===== src/rtl/cbs_pkg.sv =====
`timescale 1ns / 1ps

package cbs_pkg;

   localparam int WORD_BITS  = 32;
   localparam int POS_W      = 15;
   localparam int OFF_W      = 10;
   localparam int COUNT_W    = 16;
   localparam int CMD_W      = 2;
   localparam int REQ_DATA_W = 64;
   localparam int RSP_DATA_W = 24;
   localparam int MAX_WORDS  = 1024;

   typedef enum logic [CMD_W-1:0] {
      CMD_SET_BIT    = 2'd0,
      CMD_CLEAR_BIT  = 2'd1,
      CMD_WRITE_WORD = 2'd2,
      CMD_CLEAR_ALL  = 2'd3
   } cbs_cmd_type;

   typedef enum logic [1:0] {
      ST_CLEAR,
      ST_IDLE,
      ST_MODIFY
   } cbs_state_type;

   typedef struct packed {
      logic                   write;
      logic [WORD_BITS-1:0]   word;
      logic [COUNT_W-1:0]     total;
      logic                   changed;
   } cbs_mod_type;

   function automatic logic [5:0] cbs_popcount(input logic [WORD_BITS-1:0] w);
      logic [31:0] s1;
      logic [31:0] s2;
      logic [31:0] s3;
      logic [7:0]  s4;
      s1 = w - ((w >> 1) & 32'h5555_5555);
      s2 = (s1 & 32'h3333_3333) + ((s1 >> 2) & 32'h3333_3333);
      s3 = (s2 + (s2 >> 4)) & 32'h0F0F_0F0F;
      s4 = s3[7:0] + s3[15:8] + s3[23:16] + s3[31:24];
      return s4[5:0];
   endfunction

endpackage


===== src/rtl/cbs_modify.sv =====
`timescale 1ns / 1ps

module cbs_modify import cbs_pkg::*; (
   input  cbs_cmd_type          cmd,
   input  logic                 in_range,
   input  logic [4:0]           bit_sel,
   input  logic [WORD_BITS-1:0] value,
   input  logic [WORD_BITS-1:0] old_word,
   input  logic [COUNT_W-1:0]   total,
   output cbs_mod_type          mod
);

   logic [WORD_BITS-1:0] mask;
   logic                 is_set;
   logic [COUNT_W-1:0]   pop_old;
   logic [COUNT_W-1:0]   pop_new;

   always_comb begin
      mask    = {{(WORD_BITS-1){1'b0}}, 1'b1} << bit_sel;
      is_set  = old_word[bit_sel];
      pop_old = COUNT_W'(cbs_popcount(old_word));
      pop_new = COUNT_W'(cbs_popcount(value));

      mod.write   = 1'b0;
      mod.word    = old_word;
      mod.total   = total;
      mod.changed = 1'b0;

      unique case (cmd)
         CMD_SET_BIT: begin
            if (in_range && !is_set) begin
               mod.write   = 1'b1;
               mod.word    = old_word | mask;
               mod.total   = total + 1'b1;
               mod.changed = 1'b1;
            end
         end
         CMD_CLEAR_BIT: begin
            if (in_range && is_set) begin
               mod.write   = 1'b1;
               mod.word    = old_word & ~mask;
               mod.total   = total - 1'b1;
               mod.changed = 1'b1;
            end
         end
         CMD_WRITE_WORD: begin
            if (in_range) begin
               mod.write   = 1'b1;
               mod.word    = value;
               mod.total   = total - pop_old + pop_new;
               mod.changed = 1'b1;
            end
         end
         CMD_CLEAR_ALL: begin
            mod.total   = '0;
            mod.changed = 1'b1;
         end
         default: begin
            mod.write = 1'b0;
         end
      endcase
   end

endmodule


===== config.mk =====
export PLATFORM = sky130hd
export DESIGN_NAME = cbs_modify
export DESIGN_NICKNAME = d
export VERILOG_FILES = /design/src/rtl/cbs_pkg.sv /design/src/rtl/cbs_modify.sv
export SDC_FILE = /design/constraint.sdc
export NUM_CORES = 1
export LEC_CHECK = 0
export ABC_CLOCK_PERIOD_IN_PS = 24200
export BUFFER_PORTS_ARGS = -buffer_cell sky130_fd_sc_hd__clkbuf_2
export CORE_MARGIN = 3
export CORE_UTILIZATION = 45
export DETAILED_ROUTE_END_ITERATION = 7
export GPL_TIMING_DRIVEN = 0
export PLACE_DENSITY = 0.66
export SETUP_SLACK_MARGIN = 0.05
export SLEW_MARGIN = 20
export SYNTH_ARGS = -nofsm -noshare
export SYNTH_HDL_FRONTEND = slang
export SYNTH_SLANG_ARGS = --single-unit

===== constraint.sdc =====
create_clock -name vclk -period 24.2
set_input_delay 2.42 -clock vclk [all_inputs]
set_output_delay 2.42 -clock vclk [all_outputs]
set_load 0.02 [all_outputs]

Word level (Yosys, flattened, before mapping)
Cells that the tools add are included.
{"block": "totals", "register_bits": 0, "inputBits": 88, "wordCells": 35}
{"block": "op_classes", "addsub": 16, "order_cmp": 1, "n_eq_ne": 3, "n_shift": 1, "muxes": 7, "bitwise_logic": 3, "reduce_logical": 4}
{"op": "$mux W50", "n": 3}
{"op": "$pmux W33 S3", "n": 1}
{"op": "$pmux W17 S4", "n": 1}
{"op": "$sub A32 B31 Y32", "n": 2}
{"op": "$add A30 B30 Y31", "n": 2}
{"op": "$add A28 B27 Y28", "n": 2}
{"op": "$and A32 B32 Y32", "n": 1}
{"op": "$not A32 Y32", "n": 1}
{"op": "$or A32 B32 Y32", "n": 1}
{"op": "$shl A1 B5 Y32 const A", "n": 1}
{"op": "$add A16 B1 Y16 const B", "n": 1}
{"op": "$add A16 B6 Y16", "n": 1}
{"op": "$sub A16 B1 Y16 const B", "n": 1}
{"op": "$sub A16 B6 Y16", "n": 1}
{"op": "$add A5 B4 Y6", "n": 2}
{"op": "$add A6 B4 Y6", "n": 2}
{"op": "$add A4 B4 Y5", "n": 2}
{"op": "$lt A5 B6 Y1 const B", "n": 1}
{"op": "$bmux W1 S5", "n": 1}
{"op": "$eq A2 B2 Y1 const B", "n": 2}
{"op": "$eq A2 B1 Y1 const B", "n": 1}
{"op": "$logic_and A1 B1 Y1", "n": 2}
{"op": "$logic_not A2 Y1", "n": 1}
{"op": "$logic_not A1 Y1", "n": 1}
{"op": "$mux W1", "n": 1}

Longest topological paths before layout
Gate-level depths: netlist of run 1.
{"block": "depth", "depth_word": 10, "ltp_mapped": 36, "ltp_nobuf": 36}

Worst setup path after synthesis of run 1
OpenSTA, ideal clock, no wires.
{"block": "synth_path", "path_type": "input to output", "from": "input port old_word[13]", "to": "output port mod[15] (netlist bit)", "arrival_ns": 10.355, "t_required_ns": 21.780, "path_slack_ns": 11.425, "stages": 33, "n_path_buf": 1, "cell_sequence": "clkbuf_1 > inv_1 > ha_1 > nor4_1 > o21ai_0 > o21ai_0 > a31oi_1 > a211o_1 > a211oi_1 > o22ai_1 > xnor2_1 > fa_1 > inv_1 > fa_1 > xor2_1 > fa_1 > inv_1 > fa_1 > fa_1 > inv_1 > fa_1 > inv_1 > ha_1 > fa_1 > a21oi_1 > o21ai_0 > a21oi_1 > o21bai_1 > a21o_1 > a31oi_1 > o21ai_0 > xnor2_1 > o21ai_0"}
{"item": "from (decl)", "line_no": "cbs_modify.sv:8", "text": "input logic [WORD_BITS-1:0] old_word,"}
{"item": "to (decl)", "line_no": "cbs_modify.sv:10", "text": "output cbs_mod_type mod"}

==> results.sh, run 1 <==
export IMPL_fp_row_count=49
export IMPL_fin_area_um2=9440
export IMPL_setup_viol=0
export IMPL_final_cell_mix="ha_1, inv_1, clkbuf_2, a21oi_1, nor2_1"
export IMPL_overflow=0
export IMPL_synth_cell_type_count=62
export IMPL_syn_avg_cell_area_um2=7.34
export IMPL_drt_iter0_drc=791
export IMPL_gp_congestion=1.00
export IMPL_start_kind="input port"
export IMPL_portBuffers=130
export IMPL_hold_ws_ps=5250
export IMPL_post_drt_via_cell_ratio=5.85
export IMPL_drive_above_1_share_pct=12.2
export IMPL_critPathKind="input port to primary output"
export IMPL_min_period_over_period_pct=58.5
export IMPL_cts_hold_buf=0
export IMPL_synth_top_cell_by_area="ha_1"
export IMPL_hold_path_class="input port to primary output"
export IMPL_placed_cell_area_um2=9440
export IMPL_synth_area_leaders="ha_1, fa_1, xnor2_1"
export IMPL_die_area_um2=20600
export IMPL_nClkBuffers=0
export IMPL_yosysWarnings=0
export IMPL_seq_area_um2=0
export IMPL_cp_endpoint="mod[13]"
export IMPL_max_freq_mhz=70.7
export IMPL_grt_usage_pct=28.4
export IMPL_die_h_um=143
export IMPL_hpwl_mm=24.9
export IMPL_firstDrtPassIters=5
export IMPL_ios=138
export IMPL_postRouteAntennaNets=0
export IMPL_crit_path_top_delay_cell="fa_1"
export IMPL_path_common_cell="fa_1"
export IMPL_synth_cells=1159
export IMPL_drv_cap=0
export IMPL_maxSlewViolCount=0
export IMPL_synthMuxAreaShare_pct=3.09
export IMPL_synth_xor_area_share_pct=9.27
export IMPL_synth_top_family_by_area="adder cells"
export IMPL_diodes=0
export IMPL_max_slew_worst_pin_slew_ps=961
export IMPL_vias=8880
export IMPL_crit_arrival_ps=11730
export IMPL_slew_headroom_pct=35.7
export IMPL_yosys_area_share_simple_pct=15.2
export IMPL_synth_top_area_share_pct=26.0
export IMPL_crit_path_start="old_word[0]"
export IMPL_core_area_um2=18300
export IMPL_dp_cells=1518
export IMPL_syn_nets=1477
export IMPL_start_util_pct=46.6
export IMPL_cp_slowest_stage_delay_ps=550
export IMPL_layout_commonest_cell="ha_1"
export IMPL_final_nets=1609
export IMPL_fin_crit_ps=14150
export IMPL_ys_seq_area_share_pct=0
export IMPL_critical_path_max_fanout=4
export IMPL_synth_area_um2=8510
export IMPL_seq_cell_count=0
export IMPL_cp_end_kind="primary output"
export IMPL_rsz0062_at_grt="no"
export IMPL_grt_pass1_vias=8407
export IMPL_synth_compound_area_share_pct=24.6
export IMPL_drc=0
export IMPL_hold_violations=0
export IMPL_post_cts_setup_buffers=0
export IMPL_wl_per_cell_um=19.7
export IMPL_worstPathRequired_ps=21780
export IMPL_cts_resized=0
export IMPL_synthAdderAreaFrac_pct=38.5
export IMPL_dieWidth_um=143
export IMPL_layout_area_overhead_vs_synth_pct=11.0
export IMPL_routed_wl_mm=30.0
export IMPL_tns_ps=0
export IMPL_status="finished, final reports clean"
export IMPL_final_cells=1518
export IMPL_grt_max_degree=11
export IMPL_antenna_found_initial=0
export IMPL_grt_pass1_wl_mm=46.0
## critical path, delay by kind of cell
kind            cells  cell delay (ps)
compound gates     13             3330
buf+inv             8              750
simple gates        2              470
xor+xnor            3              790
fa+ha+maj          10             3870
mux                 1              100
## cell type report
cell class                 count  area, um^2
fill                        1865        8830
inverter                     162         608
multi-input combinational    951        7710
tap                          229         287
timing repair buffer         130         651
buffer                        46         191
## metal layers
layer	up-vias	GRT usage, %	routed length [um]
met5	-	0	0
met2	388	47.0	13500
met4	0	8.82	1150
li1	4298	-	-
met1	4123	39.6	13100
met3	71	2.36	2210
## Yosys cell counts (15+ instances only)
| cell | count |
|---|---|
| inv_1 | 159 |
| o21ai_0 | 68 |
| xnor2_1 | 75 |
| o21a_1 | 15 |
| nand2_1 | 77 |
| nor2_1 | 90 |
| fa_1 | 53 |
| nand3_1 | 35 |
| o22ai_1 | 34 |
| a21o_1 | 27 |
| ha_1 | 177 |
| xor2_1 | 15 |
| clkbuf_1 | 33 |
| a21oi_1 | 114 |
## worst min-delay path by stage
stage | endpoint | slack [ps] | depth (start not counted) | from
6_report | mod[18] | 5250 | 4 | old_word[1]
5_1_grt | mod[47] | 5300 | 3 | old_word[30]
2_1_floorplan | mod[18] | 5010 | 2 | old_word[1]
3_3_place_gp | mod[18] | 5260 | 4 | old_word[1]
4_1_cts | mod[18] | 5260 | 4 | old_word[1]
3_5_place_dp | mod[18] | 5260 | 4 | old_word[1]
## metrics by stage
| stage | setup WS [ps] | utilization (%) |
|---|---|---|
| floorplan | 11430 | - |
| global placement | 10170 | 51.7 |
| detailed placement | 10170 | 51.7 |
| CTS | 10140 | 51.7 |
| global route | 9560 | 51.7 |
| finish | 10050 | 51.7 |
## logic make-up after synthesis
family | count (synthesis)
mux | 16
simple gates | 278
compound gates | 337
fa+ha+maj | 230
buf+inv | 208
xor+xnor | 90
Power of run 1 is left out: the tool's default activity adds up to more than one toggle a clock period on the data nets, which glitch-free logic cannot reach.
==> inputs of run 2 (changes only) <==
ABC_CLOCK_PERIOD_IN_PS = 11660   (was 24200)
PLACE_DENSITY = 0.68   (was 0.66)
clock period = 11.66 ns   (was 24.2 ns; I/O delays follow)
==> run 2 against run 1 <==
- via count increased by 2.4%
- die area is the same
- worst setup slack got worse by 9600 ps
- critical path depth fell by 3
- final cell count up 0.13%
- utilization rose by 0.23 points
- sequential share of layout area did not move
- count of clock-buffer cells in the layout did not move
- non-clock buffer count rose by 2
- wire length is 1.5% higher
- hold slack worse by 2500 ps
- critical endpoint is now mod[15]
==> results.sh, run 2 (synthesized netlist as in run 1, its figures left out) <==
export IMPL_max_slew_worst_pin_slew_ps=1040
export IMPL_crit_family="adder cells"
export IMPL_cp_end_kind="primary output"
export IMPL_drc=0
export IMPL_gr_usage_met3_pct=3.09
export IMPL_critical_path_max_fanout=8
export IMPL_drive_above_1_share_pct=12.8
export IMPL_gr_max_usage_layer="met2"
export IMPL_dieWidth_um=143
export IMPL_rsz0062_at_grt="no"
export IMPL_layout_area_overhead_vs_synth_pct=11.5
export IMPL_status="finished, final reports clean"
export IMPL_grtUsageMet1_pct=39.1
export IMPL_cp_slowest_stage_delay_ps=550
export IMPL_firstDrtPassIters=5
export IMPL_gp_congestion=1.01
export IMPL_fp_row_count=49
export IMPL_drt_iter0_drc=778
export IMPL_wl_per_cell_um=20.0
export IMPL_hold_path_class="input port to primary output"
export IMPL_crit_path_top_delay_cell="fa_1"
export IMPL_crit_arrival_ps=10020
export IMPL_routed_wl_mm=30.4
export IMPL_ios=138
export IMPL_final_cell_mix="ha_1, inv_1, clkbuf_2, a21oi_1, nor2_1"
export IMPL_antenna_found_initial=1
export IMPL_grt_pass1_vias=8733
export IMPL_layout_commonest_cell="ha_1"
export IMPL_path_common_cell="fa_1"
export IMPL_die_area_um2=20600
export IMPL_vias=9095
export IMPL_post_drt_via_cell_ratio=5.98
export IMPL_placed_cell_area_um2=9440
export IMPL_tns_ps=0
export IMPL_postRouteAntennaNets=0
export IMPL_final_nets=1611
export IMPL_hold_ws_ps=2740
export IMPL_hpwl_mm=25.0
export IMPL_core_area_um2=18300
export IMPL_min_period_over_period_pct=95.9
export IMPL_cts_hold_buf=0
export IMPL_drv_cap=0
export IMPL_nClkBuffers=0
export IMPL_grt_pass1_wl_mm=46.6
export IMPL_fin_crit_ps=11180
export IMPL_slew_headroom_pct=30.7
export IMPL_die_h_um=143
export IMPL_portBuffers=130
export IMPL_setup_viol=0
export IMPL_start_util_pct=46.6
export IMPL_grt_usage_pct=28.6
export IMPL_max_freq_mhz=89.4
export IMPL_diodes=0
export IMPL_seq_area_um2=0
export IMPL_gr_usage_met2_pct=47.6
export IMPL_fin_area_um2=9490
export IMPL_dp_cells=1518
export IMPL_cp_num_buf_inv=7
export IMPL_hold_violations=0
export IMPL_critPathKind="input port to primary output"
export IMPL_start_kind="input port"
export IMPL_grt_max_degree=11
export IMPL_maxSlewViolCount=0
export IMPL_worstPathRequired_ps=10490
export IMPL_overflow=0
export IMPL_seq_cell_count=0
export IMPL_final_cells=1520
run 2: path summary, 6_finish.rpt:
path / slack [ps] / cells after the start / end / startpoint
setup / recovery: 480 / 34 / mod[15] / old_word[13]
hold / removal: 2740 / 4 / mod[18] / old_word[1]
run 2: metrics by stage:
step           utilization [%]  worst slack, ps
6_report                  51.9              479
5_1_grt                   51.9             49.0
4_1_cts                   51.7             98.7
3_5_place_dp              51.7              132
3_3_place_gp              51.7              167
2_1_floorplan                -             1390
run 2: tightest hold or removal path: cells and delay by family:
family	cells	cell delay, ps
buffers and inverters	2	280
AND/OR/NAND/NOR	2	130
run 2: cell type report:
type | count | area (um^2)
buffer | 46 | 193
fill | 1871 | 8780
inverter | 162 | 608
multi-input combinational | 951 | 7730
tap | 229 | 287
timing repair buffer | 132 | 666
run 2: what timing repair did:
action | in CTS | in global routing
resized for setup | 0 | 14
endpoints found under the hold margin | 0 | 0
setup buffers | 0 | 2
setup endpoints to repair | 0 | 7
run 2: per-layer routing:
metal | wire (um) | part of all wire (%) | vias to the layer above
li1 | - | - | 4293
met1 | 12800 | 42 | 4302
met2 | 13700 | 45 | 427
met3 | 2740 | 9.0 | 71
met4 | 1200 | 3.9 | 2
met5 | 13 | 0.043 | -
Power of run 2 is left out for the same reason.
